## src/ptd_pkg.sv

```systemverilog
// Shared types and constants for the trial-division prime factoriser.
// Used by ptd_ctrl, ptd_datapath and the top level; no other dependencies.
`timescale 1ns / 1ps

package ptd_pkg;

	// default width of the value and factor fields
	localparam int DEF_VALUE_WIDTH = 31;

	// the only even prime, and the first odd candidate
	localparam int FACTOR_TWO = 2;
	localparam int FIRST_ODD  = 3;

	// controller states, one-hot
	typedef enum logic [5:0] {
		ST_IDLE  = 6'b000001,
		ST_START = 6'b000010,
		ST_TWOS  = 6'b000100,
		ST_CHECK = 6'b001000,
		ST_DIV   = 6'b010000,
		ST_TEST  = 6'b100000
	} state_t;

	// where an emitted factor comes from
	typedef enum logic [1:0] {
		SRC_ZERO = 2'd0,
		SRC_TWO  = 2'd1,
		SRC_REM  = 2'd2,
		SRC_CAND = 2'd3
	} src_t;

	// controller to datapath commands
	typedef struct packed {
		logic load;
		logic shift2;
		logic div_start;
		logic div_step;
		logic next_cand;
		logic take_quot;
		logic emit;
		src_t src;
		logic last;
		logic invalid;
	} cmd_t;

	// datapath to controller status
	typedef struct packed {
		logic rem_zero;
		logic rem_one;
		logic rem_odd;
		logic half_one;
		logic sq_gt_rem;
		logic div_last;
		logic div_exact;
		logic quot_one;
		logic emit_ok;
	} sts_t;

endpackage

```

## src/ptd_ctrl.sv

```systemverilog
// Controller state machine for the trial-division prime factoriser.
// Depends on ptd_pkg for the state, command and status types.
`timescale 1ns / 1ps

module ptd_ctrl
	import ptd_pkg::*;
(
	input  logic   clk,
	input  logic   arst_n,
	input  logic   in_valid,
	output logic   in_ready,
	input  sts_t   sts,
	output cmd_t   cmd
);

	state_t st_q, st_d;

	// state register
	always_ff @(posedge clk or negedge arst_n) begin
		if (!arst_n) begin
			st_q <= ST_IDLE;
		end else begin
			st_q <= st_d;
		end
	end

	// next state and commands
	always_comb begin
		st_d     = st_q;
		in_ready = 1'b0;
		cmd      = '0;
		cmd.src  = SRC_ZERO;
		case (st_q)
			ST_IDLE: begin
				in_ready = 1'b1;
				if (in_valid) begin
					cmd.load = 1'b1;
					st_d     = ST_START;
				end
			end
			ST_START: begin
				// zero and one each give a single empty result
				if (sts.rem_zero || sts.rem_one) begin
					if (sts.emit_ok) begin
						cmd.emit    = 1'b1;
						cmd.src     = SRC_ZERO;
						cmd.last    = 1'b1;
						cmd.invalid = sts.rem_zero;
						st_d        = ST_IDLE;
					end
				end else begin
					st_d = ST_TWOS;
				end
			end
			ST_TWOS: begin
				// strip factors of two one per cycle while the output register can take them
				if (!sts.rem_odd) begin
					if (sts.emit_ok) begin
						cmd.emit   = 1'b1;
						cmd.src    = SRC_TWO;
						cmd.last   = sts.half_one;
						cmd.shift2 = 1'b1;
						if (sts.half_one) begin
							st_d = ST_IDLE;
						end
					end
				end else begin
					st_d = ST_CHECK;
				end
			end
			ST_CHECK: begin
				// candidate squared above remainder: remainder is prime
				if (sts.sq_gt_rem) begin
					if (sts.emit_ok) begin
						cmd.emit = 1'b1;
						cmd.src  = SRC_REM;
						cmd.last = 1'b1;
						st_d     = ST_IDLE;
					end
				end else begin
					cmd.div_start = 1'b1;
					st_d          = ST_DIV;
				end
			end
			ST_DIV: begin
				cmd.div_step = 1'b1;
				if (sts.div_last) begin
					st_d = ST_TEST;
				end
			end
			ST_TEST: begin
				if (sts.div_exact) begin
					if (sts.emit_ok) begin
						cmd.emit      = 1'b1;
						cmd.src       = SRC_CAND;
						cmd.last      = sts.quot_one;
						cmd.take_quot = 1'b1;
						st_d          = sts.quot_one ? ST_IDLE : ST_CHECK;
					end
				end else begin
					cmd.next_cand = 1'b1;
					st_d          = ST_CHECK;
				end
			end
			default: begin
				st_d = ST_IDLE;
			end
		endcase
	end

	// a factor is emitted only from the states that produce one
	a_emit_state: assert property (@(posedge clk) disable iff (!arst_n)
		cmd.emit |-> (st_q == ST_START || st_q == ST_TWOS ||
			st_q == ST_CHECK || st_q == ST_TEST))
		else $error("emit outside a producing state");

	// every division runs to its end before being tested, test may wait on the output
	a_div_to_test: assert property (@(posedge clk) disable iff (!arst_n)
		(st_q == ST_TEST) |-> ($past(st_q) == ST_TEST || $past(sts.div_last)))
		else $error("test entered before division finished");

	// a new request is taken only once the previous run has ended, and a taken request always starts a run
	a_load_idle: assert property (@(posedge clk) disable iff (!arst_n)
		cmd.load |=> (st_q == ST_START))
		else $error("load did not start a run");

endmodule

```

## src/ptd_datapath.sv

```systemverilog
// Datapath of the trial-division prime factoriser: remainder, candidate,
// candidate square, restoring divider and output register. Depends on ptd_pkg.
`timescale 1ns / 1ps

module ptd_datapath
	import ptd_pkg::*;
#(
	parameter int VALUE_WIDTH = DEF_VALUE_WIDTH
) (
	input  logic                   clk,
	input  logic                   arst_n,
	input  logic [VALUE_WIDTH-1:0] value,
	input  cmd_t                   cmd,
	output sts_t                   sts,
	output logic [VALUE_WIDTH-1:0] factor,
	output logic                   last,
	output logic                   invalid,
	output logic                   out_valid,
	input  logic                   out_ready
);

	// candidate never exceeds about the square root of the value, plus two
	localparam int CW    = (VALUE_WIDTH + 1) / 2 + 1;
	localparam int SQ_W  = 2 * CW;
	localparam int CNT_W = $clog2(VALUE_WIDTH);

	logic [VALUE_WIDTH-1:0] rem_q;
	logic [VALUE_WIDTH-1:0] quot_q;
	logic [CW-1:0]          part_q;
	logic [CW-1:0]          cand_q;
	logic [SQ_W-1:0]        sq_q;
	logic [CNT_W-1:0]       cnt_q;
	logic [VALUE_WIDTH-1:0] factor_q;
	logic                   last_q;
	logic                   invalid_q;
	logic                   out_valid_q;

	logic [CW:0]            trial;
	logic                   fits;
	logic [VALUE_WIDTH-1:0] emit_val;

	// one restoring division step: shift in the next dividend bit
	assign trial = {part_q, quot_q[VALUE_WIDTH-1]};
	assign fits  = trial >= {1'b0, cand_q};

	// working registers
	always_ff @(posedge clk) begin
		if (cmd.load) begin
			rem_q  <= value;
			cand_q <= CW'(FIRST_ODD);
			sq_q   <= SQ_W'(FIRST_ODD * FIRST_ODD);
		end else begin
			if (cmd.shift2) begin
				rem_q <= rem_q >> 1;
			end
			if (cmd.take_quot) begin
				rem_q <= quot_q;
			end
			// (c + 2)^2 = c^2 + 4c + 4
			if (cmd.next_cand) begin
				cand_q <= cand_q + CW'(2);
				sq_q   <= sq_q + SQ_W'({cand_q, 2'b00}) + SQ_W'(4);
			end
		end
		if (cmd.div_start) begin
			quot_q <= rem_q;
			part_q <= '0;
		end else if (cmd.div_step) begin
			quot_q <= {quot_q[VALUE_WIDTH-2:0], fits};
			part_q <= fits ? CW'(trial - {1'b0, cand_q}) : CW'(trial);
		end
	end

	// division step counter
	always_ff @(posedge clk or negedge arst_n) begin
		if (!arst_n) begin
			cnt_q <= '0;
		end else if (cmd.div_start) begin
			cnt_q <= '0;
		end else if (cmd.div_step) begin
			cnt_q <= cnt_q + CNT_W'(1);
		end
	end

	// factor selection
	always_comb begin
		case (cmd.src)
			SRC_ZERO: emit_val = '0;
			SRC_TWO:  emit_val = VALUE_WIDTH'(FACTOR_TWO);
			SRC_REM:  emit_val = rem_q;
			SRC_CAND: emit_val = VALUE_WIDTH'(cand_q);
			default:  emit_val = '0;
		endcase
	end

	// output register, refilled in the cycle its request is taken
	always_ff @(posedge clk or negedge arst_n) begin
		if (!arst_n) begin
			out_valid_q <= 1'b0;
		end else if (cmd.emit) begin
			out_valid_q <= 1'b1;
		end else if (out_ready) begin
			out_valid_q <= 1'b0;
		end
	end

	always_ff @(posedge clk) begin
		if (cmd.emit) begin
			factor_q  <= emit_val;
			last_q    <= cmd.last;
			invalid_q <= cmd.invalid;
		end
	end

	// status
	always_comb begin
		sts.rem_zero  = rem_q == '0;
		sts.rem_one   = rem_q == VALUE_WIDTH'(1);
		sts.rem_odd   = rem_q[0];
		sts.half_one  = (rem_q >> 1) == VALUE_WIDTH'(1);
		sts.sq_gt_rem = sq_q > SQ_W'(rem_q);
		sts.div_last  = cnt_q == CNT_W'(VALUE_WIDTH - 1);
		sts.div_exact = part_q == '0;
		sts.quot_one  = quot_q == VALUE_WIDTH'(1);
		sts.emit_ok   = !out_valid_q || out_ready;
	end

	assign factor    = factor_q;
	assign last      = last_q;
	assign invalid   = invalid_q;
	assign out_valid = out_valid_q;

	// never overwrite a result still waiting
	a_no_overwrite: assert property (@(posedge clk) disable iff (!arst_n)
		cmd.emit |-> (!out_valid_q || out_ready))
		else $error("output register overwritten");

	// a candidate is reported only when it divides exactly
	a_exact_cand: assert property (@(posedge clk) disable iff (!arst_n)
		(cmd.emit && cmd.src == SRC_CAND) |-> (part_q == '0))
		else $error("candidate emitted with nonzero remainder");

	// a prime remainder is always odd and above one
	a_rem_prime: assert property (@(posedge clk) disable iff (!arst_n)
		(cmd.emit && cmd.src == SRC_REM) |-> (rem_q[0] && rem_q != VALUE_WIDTH'(1)))
		else $error("bad final remainder");

	// an invalid result carries no factor and ends its run
	a_invalid_empty: assert property (@(posedge clk) disable iff (!arst_n)
		(out_valid_q && invalid_q) |-> (factor_q == '0 && last_q))
		else $error("invalid result with a factor");

endmodule

```

## src/prime_factorizer_trial_division_top.sv

```systemverilog
// A request is taken in idle; factors of two are stripped one at a time, then each odd
// candidate gets a bound check, a division by the one-bit-per-cycle restoring divider
// and one test; one request at a time.
// Results leave through an output register; reset (arst_n) returns to idle.
`timescale 1ns / 1ps

module prime_factorizer_trial_division_top
	import ptd_pkg::*;
#(
	parameter int VALUE_WIDTH = DEF_VALUE_WIDTH
) (
	input  logic                   clk,
	input  logic                   arst_n,
	input  logic                   in_valid,
	output logic                   in_ready,
	input  logic [VALUE_WIDTH-1:0] value,
	output logic                   out_valid,
	input  logic                   out_ready,
	output logic [VALUE_WIDTH-1:0] factor,
	output logic                   last,
	output logic                   invalid
);

	cmd_t cmd;
	sts_t sts;

	// sequencing
	ptd_ctrl u_ctrl (
		.clk      (clk),
		.arst_n   (arst_n),
		.in_valid (in_valid),
		.in_ready (in_ready),
		.sts      (sts),
		.cmd      (cmd)
	);

	// arithmetic and result register
	ptd_datapath #(
		.VALUE_WIDTH (VALUE_WIDTH)
	) u_datapath (
		.clk       (clk),
		.arst_n    (arst_n),
		.value     (value),
		.cmd       (cmd),
		.sts       (sts),
		.factor    (factor),
		.last      (last),
		.invalid   (invalid),
		.out_valid (out_valid),
		.out_ready (out_ready)
	);

endmodule

```

## config.mk

```make
export PLATFORM = sky130hd
export DESIGN_NAME = prime_factorizer_trial_division_top
export DESIGN_NICKNAME = d
export VERILOG_FILES = /design/src/ptd_pkg.sv /design/src/ptd_ctrl.sv /design/src/ptd_datapath.sv /design/src/prime_factorizer_trial_division_top.sv
export SDC_FILE = /design/constraint.sdc
export NUM_CORES = 1
export LEC_CHECK = 0
export ABC_CLOCK_PERIOD_IN_PS = 5900
export BUFFER_PORTS_ARGS = -buffer_cell sky130_fd_sc_hd__buf_2
export CAP_MARGIN = 25
export CORE_MARGIN = 2
export CORE_UTILIZATION = 45
export CTS_CLUSTER_SIZE = 24
export DETAILED_ROUTE_END_ITERATION = 16
export GPL_TIMING_DRIVEN = 0
export PLACE_DENSITY_LB_ADDON = 0.2
export SETUP_SLACK_MARGIN = 0.4
export SYNTH_ARGS = -nofsm -noshare
export SYNTH_HDL_FRONTEND = slang
export SYNTH_HIERARCHICAL = 1
export SYNTH_SLANG_ARGS = --single-unit
```

## constraint.sdc

```tcl
create_clock -name clk -period 5.9 [get_ports clk]
set_clock_uncertainty 0.2 [all_clocks]
set_input_delay 0.59 -clock clk [delete_from_list [all_inputs] [get_ports clk]]
set_output_delay 0.59 -clock clk [all_outputs]
set_load 0.05 [all_outputs]
```

Word-level counts from Yosys, hierarchy flattened

Cells that the tools add are included.
Widths: inputs -> output; s select.

Flip-flop bits (word level): 175
Latch bits: 0
Memory bits (writable): 0
Bits in read-only memories: 0
Bits of input ports: 35
Output and inout port bits: 35
Word-level logic and storage cells: 90
Memories kept: 0

Add/subtract/negate cells: 5
Multiply operators: 0
Div/mod/pow operators: 0
$lt $le $gt $ge: 2
Equal/unequal tests: 18
Shift operators: 0
Multiplexer cells: 43
Bitwise operators: 0
Reduce and logical (&&, ||, !) cells: 11

Operators by type and width:

| kind                  | number |
|---|---|
| $mux 31               | 5 |
| $pmux 31 s4           | 1 |
| $eq 31x1->1 const B   | 2 |
| $mux 6                | 10 |
| $pmux 6 s6            | 1 |
| $add 34x19->34        | 1 |
| $add 34x3->34 const B | 1 |
| $gt 34x31->1          | 1 |
| $logic_not 31->1      | 1 |
| $eq 30x1->1 const B   | 1 |
| $mux 5                | 6 |
| $mux 4                | 5 |
| $ge 18x17->1          | 1 |
| $add 17x2->17 const B | 1 |
| $logic_not 17->1      | 1 |
| $mux 17               | 1 |
| $sub 17x17->17        | 1 |
| $pmux 4 s4            | 1 |
| $mux 1                | 12 |
| $eq 6x1->1 const B    | 1 |
| $eq 6x2->1 const B    | 1 |
| $eq 6x3->1 const B    | 1 |
| $eq 6x4->1 const B    | 1 |
| $eq 6x5->1 const B    | 1 |
| other kinds (17)      | 21 |

Depth between registers and ports, before layout

Gate-level depths: netlist of run 1.

Depth in word-level cells: 8
Gate-level depth with buffers: 14
Mapped depth without buffers: 13

Modules after synthesis

The synthesis of run 1 kept the hierarchy.

Modules (own cells, without submodules):

| module       | instances | cells each | area an instance (sq um) |
|---|---|---|---|
| ptd_datapath | 1         | 1033       | 10231.1 |
| ptd_ctrl     | 1         | 65         | 551.8 |

Worst setup path before layout of run 1

No wires, ideal clock.

Path type: register to register
Start: reg u_datapath.rem_q[16]
End: reg u_datapath.factor_q[0], in the netlist u_datapath/factor[0], enable pin
Setup time: 435 ps
Arrival time: 3654 ps
Required time: 5265 ps
Setup slack: 1610 ps
Cell stages (with the launch flop): 12
Buffers on the path: 0
Cell sequence: edfxtp_1 -> inv_1 -> ha_1 -> nand4_1 -> nor4_1 -> o21ai_0 -> a31oi_1 -> o31ai_1 -> a22oi_1 -> nand3_1 -> o21a_1 -> a21oi_1

RTL lines:

| what                   | RTL line            | text |
|---|---|---|
| from (decl)            | ptd_datapath.sv:27  | `logic [VALUE_WIDTH-1:0] rem_q;` |
| from (signal assigned) | ptd_datapath.sv:49  | `rem_q <= value;` |
| from (signal assigned) | ptd_datapath.sv:54  | `rem_q <= rem_q >> 1;` |
| from (signal assigned) | ptd_datapath.sv:57  | `rem_q <= quot_q;` |
| to (signal assigned)   | ptd_datapath.sv:109 | `factor_q <= emit_val;` |
| to (decl)              | ptd_datapath.sv:33  | `logic [VALUE_WIDTH-1:0] factor_q;` |

==> results of run 1 <==
[sequential cells by signal (all words and copies together) (netlist names)]
name	count
u_datapath/factor	31
u_datapath/sq_q	31
u_datapath/rem_q	31
u_datapath/out_valid	1
u_datapath/quot_q	31
u_datapath/invalid	1
u_datapath/part_q	17
u_datapath/last	1
u_datapath/cand_q	16
u_datapath/cnt_q	5
u_ctrl/st_q	6
[cell usage in the layout, fill, tap and decap left out, types with 4 or more instances in the layout]
master | Yosys | final
sky130_fd_sc_hd__mux2i_1 | 54 | 54
sky130_fd_sc_hd__o21a_1 | 13 | 13
sky130_fd_sc_hd__nand3_1 | 34 | 34
sky130_fd_sc_hd__clkbuf_1 | 28 | 28
sky130_fd_sc_hd__inv_8 | 0 | 4
sky130_fd_sc_hd__nand2b_1 | 6 | 6
sky130_fd_sc_hd__a31oi_1 | 12 | 12
sky130_fd_sc_hd__o21ai_0 | 60 | 60
sky130_fd_sc_hd__ha_1 | 80 | 80
sky130_fd_sc_hd__a21o_1 | 13 | 13
sky130_fd_sc_hd__a21oi_1 | 46 | 45
sky130_fd_sc_hd__o211ai_1 | 5 | 5
sky130_fd_sc_hd__edfxtp_1 | 95 | 95
sky130_fd_sc_hd__and2_1 | 17 | 17
sky130_fd_sc_hd__or4_1 | 7 | 7
sky130_fd_sc_hd__nor2_1 | 79 | 79
sky130_fd_sc_hd__buf_2 | 5 | 75
sky130_fd_sc_hd__nand2_1 | 82 | 82
sky130_fd_sc_hd__o22ai_1 | 4 | 4
sky130_fd_sc_hd__a311oi_1 | 8 | 8
sky130_fd_sc_hd__mux2_2 | 34 | 34
sky130_fd_sc_hd__a211oi_1 | 17 | 17
sky130_fd_sc_hd__xnor2_1 | 31 | 31
sky130_fd_sc_hd__dfxtp_1 | 64 | 64
sky130_fd_sc_hd__clkinv_8 | 0 | 8
sky130_fd_sc_hd__xor2_1 | 10 | 10
sky130_fd_sc_hd__buf_1 | 10 | 10
sky130_fd_sc_hd__nor2b_1 | 21 | 21
sky130_fd_sc_hd__nor4_1 | 29 | 29
sky130_fd_sc_hd__dfrtp_1 | 11 | 11
sky130_fd_sc_hd__nand4_1 | 18 | 18
sky130_fd_sc_hd__clkbuf_16 | 0 | 17
sky130_fd_sc_hd__inv_1 | 63 | 63
sky130_fd_sc_hd__o311ai_0 | 4 | 4
sky130_fd_sc_hd__or3_1 | 10 | 10
sky130_fd_sc_hd__o31ai_1 | 6 | 6
sky130_fd_sc_hd__and3_1 | 12 | 12
sky130_fd_sc_hd__a211o_1 | 4 | 4
sky130_fd_sc_hd__nor3_1 | 21 | 21
[final cells by class]
| cell class | count | area, um2 | share of cell area |
|---|---|---|---|
| multi-input combinational | 814 | 5880 | 0.479 |
| sequential | 171 | 4440 | 0.361 |
| timing repair buffer | 74 | 443 | 0.0361 |
| clock buffer | 17 | 425 | 0.0346 |
| tap | 319 | 399 | 0.0325 |
| buffer | 50 | 240 | 0.0196 |
| inverter | 63 | 236 | 0.0193 |
| clock inverter | 15 | 223 | 0.0181 |
[worst register-to-register path, delay by kind of cell, from the launching register on]
family / cells / cell delay (ns)
flip-flops: 1 / 0.47
AO/OA/AOI/OAI: 5 / 1.19
AND/OR/NAND/NOR: 5 / 1.65
buffers and inverters: 3 / 0.88
adder cells (fa/ha/maj): 1 / 0.30
[worst min-delay path by stage]
stage	from	end	slack (ns)	cells after the start
after detailed placement	arst_n	u_datapath/cnt_q[0]$_DFFE_PN0P_	0.29	1
after floorplan	arst_n	u_ctrl/st_q[1]$_DFFE_PN0P_	0.09	0
after global routing	value[21]	u_datapath/rem_q[21]$_DFFE_PP_	0.22	3
final	value[21]	u_datapath/rem_q[21]$_DFFE_PP_	0.22	3
after global placement	arst_n	u_datapath/cnt_q[1]$_DFFE_PN0P_	0.29	1
after CTS	out_ready	u_datapath/out_valid$_DFFE_PN0P_	0.21	3
[repair_timing]
item                                   4_1_cts  5_1_grt
hold buffers                                 1        0
endpoints found under the hold margin       11        0
setup buffers                                0        0
[power by group through the flow]
stage                     Clock (mW)  Sequential (mW)  Combinational (mW)
final                           1.19             1.61                1.39
after global routing            1.26             1.62                1.50
after CTS                       1.22             1.60                1.36
after detailed placement           0             1.63                1.36
after global placement             0             1.63                1.32
after floorplan                    0             1.54               0.974
[cell families after synthesis]
logic type	synth area share
simple gates	0.173
flops	0.411
compound gates	0.155
mux	0.0856
fa+ha+maj	0.0965
buf+inv	0.0442
xor+xnor	0.0333
[through the flow]
stage          hold WS, ns  setup WS [ns]   util
5_1_grt              0.216          0.891  0.523
3_5_place_dp         0.289           1.20  0.495
2_1_floorplan       0.0944           1.61      -
6_report             0.221           1.08  0.523
3_3_place_gp         0.288         -0.610  0.491
4_1_cts              0.209           1.18  0.523
[metal layers]
layer,part of all wire,GRT usage,up-vias
li1,-,-,4283
met3,0.057,0.0418,29
met1,0.48,0.334,4133
met4,0.017,0.0638,0
met5,0,0,-
met2,0.44,0.358,249
==> results.md, run 1 <==
- Run status: finished, final reports clean
- Signal arrival time at the worst endpoint: ~4.9 ns
- Flip-flop and latch count after synthesis: about 170
- Kind of launch point of the worst setup path: flop
- Final RePlAce weighted congestion: about 0.88
- Detailed placer's ending HPWL: around 22000 um
- Ratio of cells with drive above 1 in the final layout: 0.152
- H-tree levels: 4
- Register area share after synthesis: 0.411
- Part of the cycle the worst path needs: 0.817
- CTS-repair resized insts: 0
- Gr usage total: 0.232
- Start point of the critical path: u_datapath/rem_q[17]$_DFFE_PP_
- Switching Power: 1.66 mW
- Chip width: 159 um
- Cells after DPL: 1490
- Core area: 0.0235 mm2
- Instance area at placement: 0.0116 mm2
- Cell seen most often among critical-path stages: sky130_fd_sc_hd__clkbuf_1
- Share of total power in sequential cells: 0.384
- Headroom to the max-slew limit: 0.382
- Cell type contributing the most total cell area after synthesis: sky130_fd_sc_hd__edfxtp_1
- Slowest stage cell, crit path: sky130_fd_sc_hd__nor4_1
- Final Hold Viols: 0
- Final #Nets: ~1300
- Number of buffers on the longest clock path: 2
- Critical-path maximum fanout: 10
- Crit path capture: u_datapath/factor[28]$_DFFE_PP_
- Remaining DRCs: 0
- Maximum capacitance violations: 0
- Slew at the pin closest to its max-slew limit: between 0.9 and 1 ns
- Number of filler instances in the final layout: 2145
- Leading cell type by number of instances after synthesis: sky130_fd_sc_hd__edfxtp_1
- Number of global-route vias before repair: roughly 8000
- Clock period minus worst slack: 4.82 ns
- DR iter-0 viols: 840
- Area Overhead vs Synth: 13.9%
- Number of ports placed on the die boundary: 70
- Number of nets with antenna violations after routing: 0
- Std-Cell Rows: 56
- Post-synth cell types: 90
- Count of antenna diodes in the layout: 0
- Crit. End Element: flop
- Critical R2R Capture: u_datapath/factor[28]$_DFFE_PP_
- Number of flops mapped to enable cells by yosys: 95
- Sum Neg Setup Slack: 0 ns
- Full die area: 0.0252 mm2
- Clock Latency Late Sink: around 0.44 ns
- Final setup violation count: 0
- Largest net degree at the start of global routing: 21
- Routed wirelength normalized by instance count: between 15 and 20 um
- Highest clock frequency the design can meet: a little over 200 MHz
- CP peak stage delay: about 0.67 ns
- Total stage count of the critical path: 14
- Syn_nets: approximately 1200
- Data required time at the worst endpoint: 6.01 ns
- Global-route wire length before repair: ~46000 um
- Count of input and output buffers: ~70
- Worst Path Class, Setup: reg2reg
- Via total after detailed routing: 8694
- Setup repair after global routing missed its margin: false
- Gr ovfl total: 0
- Slew Viols, Final: 0
- Die span in y: approximately 160 um
- Worst IR drop on VDD: ~0.00018 V
- Post-Synthesis Cell Area: 0.0108 mm2
- Reg2reg setup slack: 1.08 ns
- Vias per std cell: about 5.7
- Starting density of the core: 0.459
- Cell chain of the critical path: inv_1 > ha_1 > nand4_1 > nor4_1 > o21ai_0 > a31oi_1 > o31ai_1 > a22oi_1 > nand3_1 > a21boi_0 > clkbuf_1 > nor2b_1 > clkbuf_1 > and2_1
- Library cell used as clock root buffer: sky130_fd_sc_hd__clkbuf_16
- Antenna violations before repair: 0
- Total internal power: about 2.5 mW
- Top cells by area in the synthesized netlist: sky130_fd_sc_hd__edfxtp_1, sky130_fd_sc_hd__dfxtp_1, sky130_fd_sc_hd__ha_1, sky130_fd_sc_hd__mux2i_1, sky130_fd_sc_hd__mux2_2
- Top flip-flop cell by instance count after synthesis: sky130_fd_sc_hd__edfxtp_1
- Number of cells in the finished layout apart from fillers: around 1500
- Sw Share: 0.396
- Kind of cell with the highest combined delay on the critical path: simple AND/OR/NAND/NOR gates
- Comb power frac: 0.331
- Depth of the most critical reg-to-reg path: 14
- Leakage power figure: about 4.8 nW
- Power density over cell area: approximately 340 mW/mm2
- Avg Inst Size Synth: 9.82 um2
- Part of the power in the clock network: 0.285
- Yosys warnings: 6
- Gate count after technology mapping: about 1100
- Most common library cells after synthesis: sky130_fd_sc_hd__edfxtp_1, sky130_fd_sc_hd__nand2_1, sky130_fd_sc_hd__ha_1
- Final Routed Wirelength: a little under 30000 um
- Share of synthesized flip-flops with an asynchronous set or reset: 0.0702
- Fraction of synthesized cell area taken by the top area cell type: 0.265
- Clock transition at path regs: ~0.080 ns
- Number of buffer and inverter instances along the worst setup path: 3
- Reg-to-reg critical path startpoint: u_datapath/rem_q[17]$_DFFE_PP_
- First-pass DRT Iterations: 6
- Kind of path behind the tightest hold check: in2reg
- TritonCTS clock tree: done
- Final Instance Area: ~0.012 mm2
- Number of buffers created by CTS: 17
- TritonCTS sink count: approximately 170
- Total Power: 4.19 mW
No activity file was read; power rests on OpenSTA's default activity.
==> run 2, diff against run 1 <==
- ABC_CLOCK_PERIOD_IN_PS: 5900 -> 4400
- clock period: 5.9 -> 4.4 ns (I/O delays scaled with it)
==> results.md, run 2 (synthesis results as in run 1) <==
- Full die area: 0.0252 mm2 (unchanged)
- Maximum capacitance violations: 0 (unchanged)
- Core area: 0.0235 mm2 (unchanged)
- Gr ovfl total: 0 (unchanged)
- Die span in y: 159 um (unchanged)
- Gr usage total: 0.235 (+0.00253)
- TritonCTS clock tree: done
- Count of input and output buffers: 69 (unchanged)
- Ratio of cells with drive above 1 in the final layout: 0.165 (+0.0133)
- Slew at the pin closest to its max-slew limit: 0.880 ns (-0.0460 ns)
- Run status: finished, final reports clean
- Final Hold Viols: 0 (unchanged)
- Highest clock frequency the design can meet: 259 MHz (+25%)
- Clock Latency Late Sink: 0.43 ns (about the same)
- Reg-to-reg critical path startpoint: u_datapath/rem_q[13]$_DFFE_PP_
- Area Overhead vs Synth: 14.3%
- Data required time at the worst endpoint: 4.39 ns (-1.62 ns)
- Vias per std cell: 5.80 (+1.7%)
- Number of cells in the finished layout apart from fillers: 1529 (+0.39%)
- Global-route wire length before repair: 46900 um (+1.9%)
- Cell chain of the critical path: inv_1 > ha_1 > nand4_1 > nor4_4 > o21ai_0 > a31oi_1 > o31ai_1 > a22oi_2 > nor2_1 > buf_2 > nor2_1 > inv_2 > buf_16
- Instance area at placement: 0.0116 mm2 (unchanged)
- Cell seen most often among critical-path stages: sky130_fd_sc_hd__nor2_1
- Critical-path maximum fanout: 22 (+12)
- Number of ports placed on the die boundary: 70 (unchanged)
- Part of the cycle the worst path needs: 0.876 (+0.0585)
- Antenna violations before repair: 0 (unchanged)
- Kind of launch point of the worst setup path: flop
- Worst Setup Slack post-DPL: -0.220 ns (-1.42 ns)
- Detailed placer's ending HPWL: 22100 um (+0.57%)
- Final setup violation count: 0 (unchanged)
- Library cell used as clock root buffer: sky130_fd_sc_hd__clkbuf_16
- Power density over cell area: 452 mW/mm2 (+33%)
- Via total after detailed routing: 8873 (+2.1%)
- Leakage power figure: 4.80 nW (+1.0%)
- DR iter-0 viols: 806 (-4.0%)
- Slew Viols, Final: 0 (unchanged)
- Slowest stage cell, crit path: sky130_fd_sc_hd__edfxtp_1
- Count of antenna diodes in the layout: 0 (unchanged)
- Final RePlAce weighted congestion: 0.871 (-0.94%)
- Start point of the critical path: u_datapath/rem_q[13]$_DFFE_PP_
- Largest net degree at the start of global routing: 23 (+9.5%)
- Headroom to the max-slew limit: 0.413 (+0.0307)
- First-pass DRT Iterations: 5 (-1)
- Number of buffer and inverter instances along the worst setup path: 4 (+1)
- Number of buffers on the longest clock path: 2 (unchanged)
- Clock transition at path regs: 0.08 ns (about the same)
- Final Routed Wirelength: 29600 um (+1.9%)
- Worst Path Class, Setup: reg2reg
- Kind of cell with the highest combined delay on the critical path: simple AND/OR/NAND/NOR gates
- Std-Cell Rows: 56 (unchanged)
- Remaining DRCs: 0 (unchanged)
- H-tree levels: 4 (unchanged)
- Cells after DPL: 1490 (unchanged)
- Chip width: 159 um (unchanged)
- Starting density of the core: 0.459 (unchanged)
- Leading cell types in the layout, fill and taps excluded: sky130_fd_sc_hd__edfxtp_1, sky130_fd_sc_hd__nand2_1, sky130_fd_sc_hd__ha_1
- TritonCTS sink count: 171 (unchanged)
- Reg2reg setup slack: 0.55 ns (-0.53 ns)
- Number of global-route vias before repair: 8383 (+2.9%)
- Final Instance Area: 0.0123 mm2 (+0.37%)
- Post-route setup slack: 0.546 ns (-0.531 ns)
- Number of nets with antenna violations after routing: 0 (unchanged)
- Signal arrival time at the worst endpoint: 3.84 ns (-1.09 ns)
- CP peak stage delay: 0.51 ns (-0.16 ns)
- Crit. End Element: flop
- Kind of path behind the tightest hold check: in2reg
- Routed wirelength normalized by instance count: 19.3 um (+1.5%)
- Number of filler instances in the final layout: 2157 (+0.56%)
- Worst Hold Margin: 0.0795 ns (-0.142 ns)
- Setup repair after global routing missed its margin: true
- Worst IR drop on VDD: 0.000204 V (+12%)
- Number of buffers created by CTS: 17 (unchanged)
- Most common library cell in the layout ignoring fill and taps: sky130_fd_sc_hd__edfxtp_1
- Hold Startpoint: value[22]
- Sum Neg Setup Slack: 0 ns (unchanged)
- Clock period minus worst slack: 3.85 ns (-0.969 ns)
- Final #Nets: 1314 (+0.46%)
-- run 2: changes by cell type in the layout (fill, tap and decap cells not counted), moves of 2 or more --
cell	delta
sky130_fd_sc_hd__buf_1	-3
sky130_fd_sc_hd__buf_2	+2
sky130_fd_sc_hd__buf_4	+6
sky130_fd_sc_hd__clkbuf_1	-4
sky130_fd_sc_hd__clkbuf_2	+4
sky130_fd_sc_hd__clkinv_8	-4
sky130_fd_sc_hd__inv_8	+2
-- run 2: power breakdown --
part	switching (mW)	internal, mW	total [mW]	leakage [nW]
logic	1.21	0.662	1.87	2.95
registers	0.258	1.91	2.17	1.55
clock network	0.763	0.778	1.54	0.298
-- run 2: area by class of cell --
cell class | count | area (um2) | share of cell area
multi-input combinational | 814 | 5910 | 0.479
buffer | 50 | 251 | 0.0204
inverter | 63 | 236 | 0.0192
clock buffer | 17 | 425 | 0.0345
tap | 319 | 399 | 0.0324
timing repair buffer | 80 | 488 | 0.0396
sequential | 171 | 4440 | 0.360
clock inverter | 15 | 184 | 0.0149
-- run 2: path summary, 6_finish.rpt --
path                                                     to  cells past startpoint
max                         u_datapath/quot_q[16]$_DFFE_PP_                     13
min                          u_datapath/rem_q[22]$_DFFE_PP_                      3
max reg2reg                 u_datapath/quot_q[16]$_DFFE_PP_                     13
min reg2reg                u_datapath/out_valid$_DFFE_PN0P_                      2
max in group asynchronous        u_ctrl/st_q[0]$_DFFE_PN1P_                      2
min in group asynchronous   u_datapath/cnt_q[1]$_DFFE_PN0P_                      2
-- run 2: tightest hold or removal path, stage by stage --
cell                      delay (ns)
sky130_fd_sc_hd__buf_2          0.07
sky130_fd_sc_hd__nand2_1        0.04
sky130_fd_sc_hd__o21ai_0        0.05
-- run 2: metal layers --
| layer | up-vias | share of wire | GRT usage |
|---|---|---|---|
| met2 | 266 | 0.45 | 0.366 |
| met4 | 0 | 0.018 | 0.0605 |
| met1 | 4288 | 0.48 | 0.343 |
| met3 | 34 | 0.056 | 0.0329 |
| met5 | - | 0 | 0 |
| li1 | 4285 | - | - |
-- run 2: per-stage QoR --
stage                util  total power, mW
floorplan               -             3.37
detailed placement  0.495             4.00
global placement    0.491             3.96
CTS                 0.523             5.55
finish              0.525             5.58
global route        0.525             5.86
-- run 2: what timing repair did --
action,4_1_cts,5_1_grt
hold buffers,1,0
endpoints found under the hold margin,12,0
resized for setup,8,9
setup buffers,2,4
endpoints found under the setup margin,112,54
pin swaps,1,2
==> run 3, diff against run 2 <==
- RECOVER_POWER: default -> 50
==> results.md, run 3 (synthesis results as in run 1) <==
- First-pass DRT Iterations: 5 (unchanged)
- Slew Viols, Final: 0 (unchanged)
- Final Instance Area: 0.0123 mm2 (-0.47%)
- Most common library cell in the layout ignoring fill and taps: sky130_fd_sc_hd__edfxtp_1
- Worst IR drop on VDD: 0.000204 V (about the same)
- Part of the power in the clock network: 0.277 (about the same)
- Crit path capture: u_datapath/quot_q[16]$_DFFE_PP_
- Signal arrival time at the worst endpoint: 4.00 ns (+0.16 ns)
- Hold Path Stages: 3 (unchanged)
- Reg2reg setup slack: 0.38 ns (-0.16 ns)
- Number of ports placed on the die boundary: 70 (unchanged)
- Part of the cycle the worst path needs: 0.913 (+0.0372)
- Core area: 0.0235 mm2 (unchanged)
- Layer with the highest usage after global routing: met2
- Area Overhead vs Synth: 13.8%
- Final RePlAce weighted congestion: 0.871 (unchanged)
- Detailed placer's ending HPWL: 22100 um (unchanged)
- Reg-to-reg critical path startpoint: u_datapath/rem_q[13]$_DFFE_PP_
- Final setup violation count: 0 (unchanged)
- Fraction of met3 tracks used by global routing: 0.0329 (unchanged)
- Final #Nets: 1314 (unchanged)
- Depth of the most critical reg-to-reg path: 13 (unchanged)
- Via total after detailed routing: 8888 (+0.17%)
- Gr usage total: 0.235 (unchanged)
- Critical R2R Capture: u_datapath/quot_q[16]$_DFFE_PP_
- Clock transition at path regs: 0.08 ns (about the same)
- TritonCTS sink count: 171 (unchanged)
- Met1 track utilization from global routing: 0.343 (unchanged)
- Headroom to the max-slew limit: 0.404 (-0.00940)
- Hold Startpoint: value[22]
- Starting density of the core: 0.459 (unchanged)
- Std-Cell Rows: 56 (unchanged)
- Number of filler instances in the final layout: 2176 (+0.88%)
- Sum Neg Setup Slack: 0 ns (unchanged)
- Final Routed Wirelength: 29600 um (about the same)
- Number of buffers created by CTS: 17 (unchanged)
- Run status: finished, final reports clean
- TritonCTS clock tree: done
- DR iter-0 viols: 794 (-1.5%)
- H-tree levels: 4 (unchanged)
- Highest clock frequency the design can meet: 249 MHz (-4.1%)
- Count of input and output buffers: 69 (unchanged)
- Antenna violations before repair: 0 (unchanged)
- Largest net degree at the start of global routing: 23 (unchanged)
- Worst Path Class, Setup: reg2reg
- Critical-path maximum fanout: 22 (unchanged)
- Maximum capacitance violations: 0 (unchanged)
- Global routing usage on met2: 0.366 (unchanged)
- Leakage power figure: 4.69 nW (-2.2%)
- Count of antenna diodes in the layout: 0 (unchanged)
- Number of nets with antenna violations after routing: 0 (unchanged)
- Global-route wire length before repair: 46900 um (unchanged)
- Gr ovfl total: 0 (unchanged)
- Share of total power in sequential cells: 0.388 (about the same)
- Crit. End Element: flop
- Instance area at placement: 0.0116 mm2 (unchanged)
- Clock period minus worst slack: 4.02 ns (+0.164 ns)
- Kind of launch point of the worst setup path: flop
- Comb power frac: 0.335 (about the same)
- Switching Power: 2.22 mW (-0.29%)
- Number of buffers on the longest clock path: 2 (unchanged)
- Library cell used as clock root buffer: sky130_fd_sc_hd__clkbuf_16
- Final Hold Viols: 0 (unchanged)
- Vias per std cell: 5.81 (+0.17%)
- Ratio of cells with drive above 1 in the final layout: 0.133 (-0.0322)
- Post-route setup slack: 0.382 ns (-0.164 ns)
- Number of global-route vias before repair: 8383 (unchanged)
- Die span in y: 159 um (unchanged)
- Slew at the pin closest to its max-slew limit: 0.894 ns (+0.0141 ns)
- Share of the core filled with cells: 0.523 (-0.00245)
- Leading cell types in the layout, fill and taps excluded: sky130_fd_sc_hd__edfxtp_1, sky130_fd_sc_hd__nand2_1, sky130_fd_sc_hd__ha_1
- Start point of the critical path: u_datapath/rem_q[13]$_DFFE_PP_
- Data required time at the worst endpoint: 4.38 ns (about the same)
- Remaining DRCs: 0 (unchanged)
- Routed wirelength normalized by instance count: 19.3 um (about the same)
- Power density over cell area: 454 mW/mm2 (+0.30%)
- Clock Latency Late Sink: 0.43 ns (about the same)
- Sw Share: 0.399 (-0.000493)
- Full die area: 0.0252 mm2 (unchanged)
- Chip width: 159 um (unchanged)
- Total internal power: 3.34 mW (about the same)
- Total Power: 5.57 mW (-0.17%)
- Worst Setup Slack post-DPL: -0.220 ns (unchanged)
- Kind of path behind the tightest hold check: in2reg
- Setup repair after global routing missed its margin: true
## run 3: area by class of cell
type,instances,area (um2),area share
buffer,50,250,0.0204
multi-input combinational,814,5900,0.481
tap,319,399,0.0325
sequential,171,4440,0.361
clock inverter,15,184,0.0150
inverter,63,236,0.0193
timing repair buffer,80,443,0.0361
clock buffer,17,425,0.0347
## run 3: repair_timing
| item | in CTS | in global routing |
|---|---|---|
| setup buffers | 2 | 4 |
| pin swaps | 1 | 2 |
| gates resized for setup | 8 | 9 |
| hold buffers | 1 | 0 |
| setup endpoints to repair | 112 | 54 |
| endpoints found under the hold margin | 12 | 0 |
## run 3: metrics by stage
stage	std cells	hold slack [ns]
2_1_floorplan	1098	-0.0556
3_3_place_gp	1486	0.141
5_1_grt	1529	0.0756
6_report	1529	0.0798
4_1_cts	1525	0.0650
3_5_place_dp	1490	0.141
## run 3: power by group through the flow
| stage | logic [mW] | registers, mW | clock network (mW) |
|---|---|---|---|
| after floorplan | 1.31 | 2.06 | 0 |
| after global placement | 1.77 | 2.19 | 0 |
| after detailed placement | 1.81 | 2.19 | 0 |
| after CTS | 1.82 | 2.15 | 1.57 |
| after global routing | 2.05 | 2.18 | 1.63 |
| final | 1.87 | 2.16 | 1.54 |
## run 3: metal layers
layer,wire length (um),part of all wire,vias to the layer above
met1,14000,0.47,4285
met4,543,0.018,0
li1,-,-,4281
met2,13200,0.45,290
met5,0,0,-
met3,1790,0.061,32
## run 3: worst max-delay path, stage by stage, from the launching register on
cell                       delay, ns
sky130_fd_sc_hd__edfxtp_1       0.51
sky130_fd_sc_hd__inv_1          0.09
sky130_fd_sc_hd__ha_1           0.32
sky130_fd_sc_hd__nand4_1        0.19
sky130_fd_sc_hd__nor4_4         0.36
sky130_fd_sc_hd__o21ai_0        0.15
sky130_fd_sc_hd__a31oi_1        0.17
sky130_fd_sc_hd__o31ai_1        0.08
sky130_fd_sc_hd__a22oi_1        0.47
sky130_fd_sc_hd__nor2_1         0.21
sky130_fd_sc_hd__buf_2          0.25
sky130_fd_sc_hd__nor2_1         0.31
sky130_fd_sc_hd__inv_2          0.21
sky130_fd_sc_hd__buf_16         0.22
## run 3: worst min path at each step
stage / endpoint / slack, ns
final: u_datapath/rem_q[22]$_DFFE_PP_ / 0.08
after global routing: u_datapath/rem_q[22]$_DFFE_PP_ / 0.08
after CTS: u_datapath/rem_q[22]$_DFFE_PP_ / 0.07
after detailed placement: u_datapath/cnt_q[1]$_DFFE_PN0P_ / 0.14
after global placement: u_datapath/cnt_q[1]$_DFFE_PN0P_ / 0.14
after floorplan: u_ctrl/st_q[1]$_DFFE_PN0P_ / -0.06
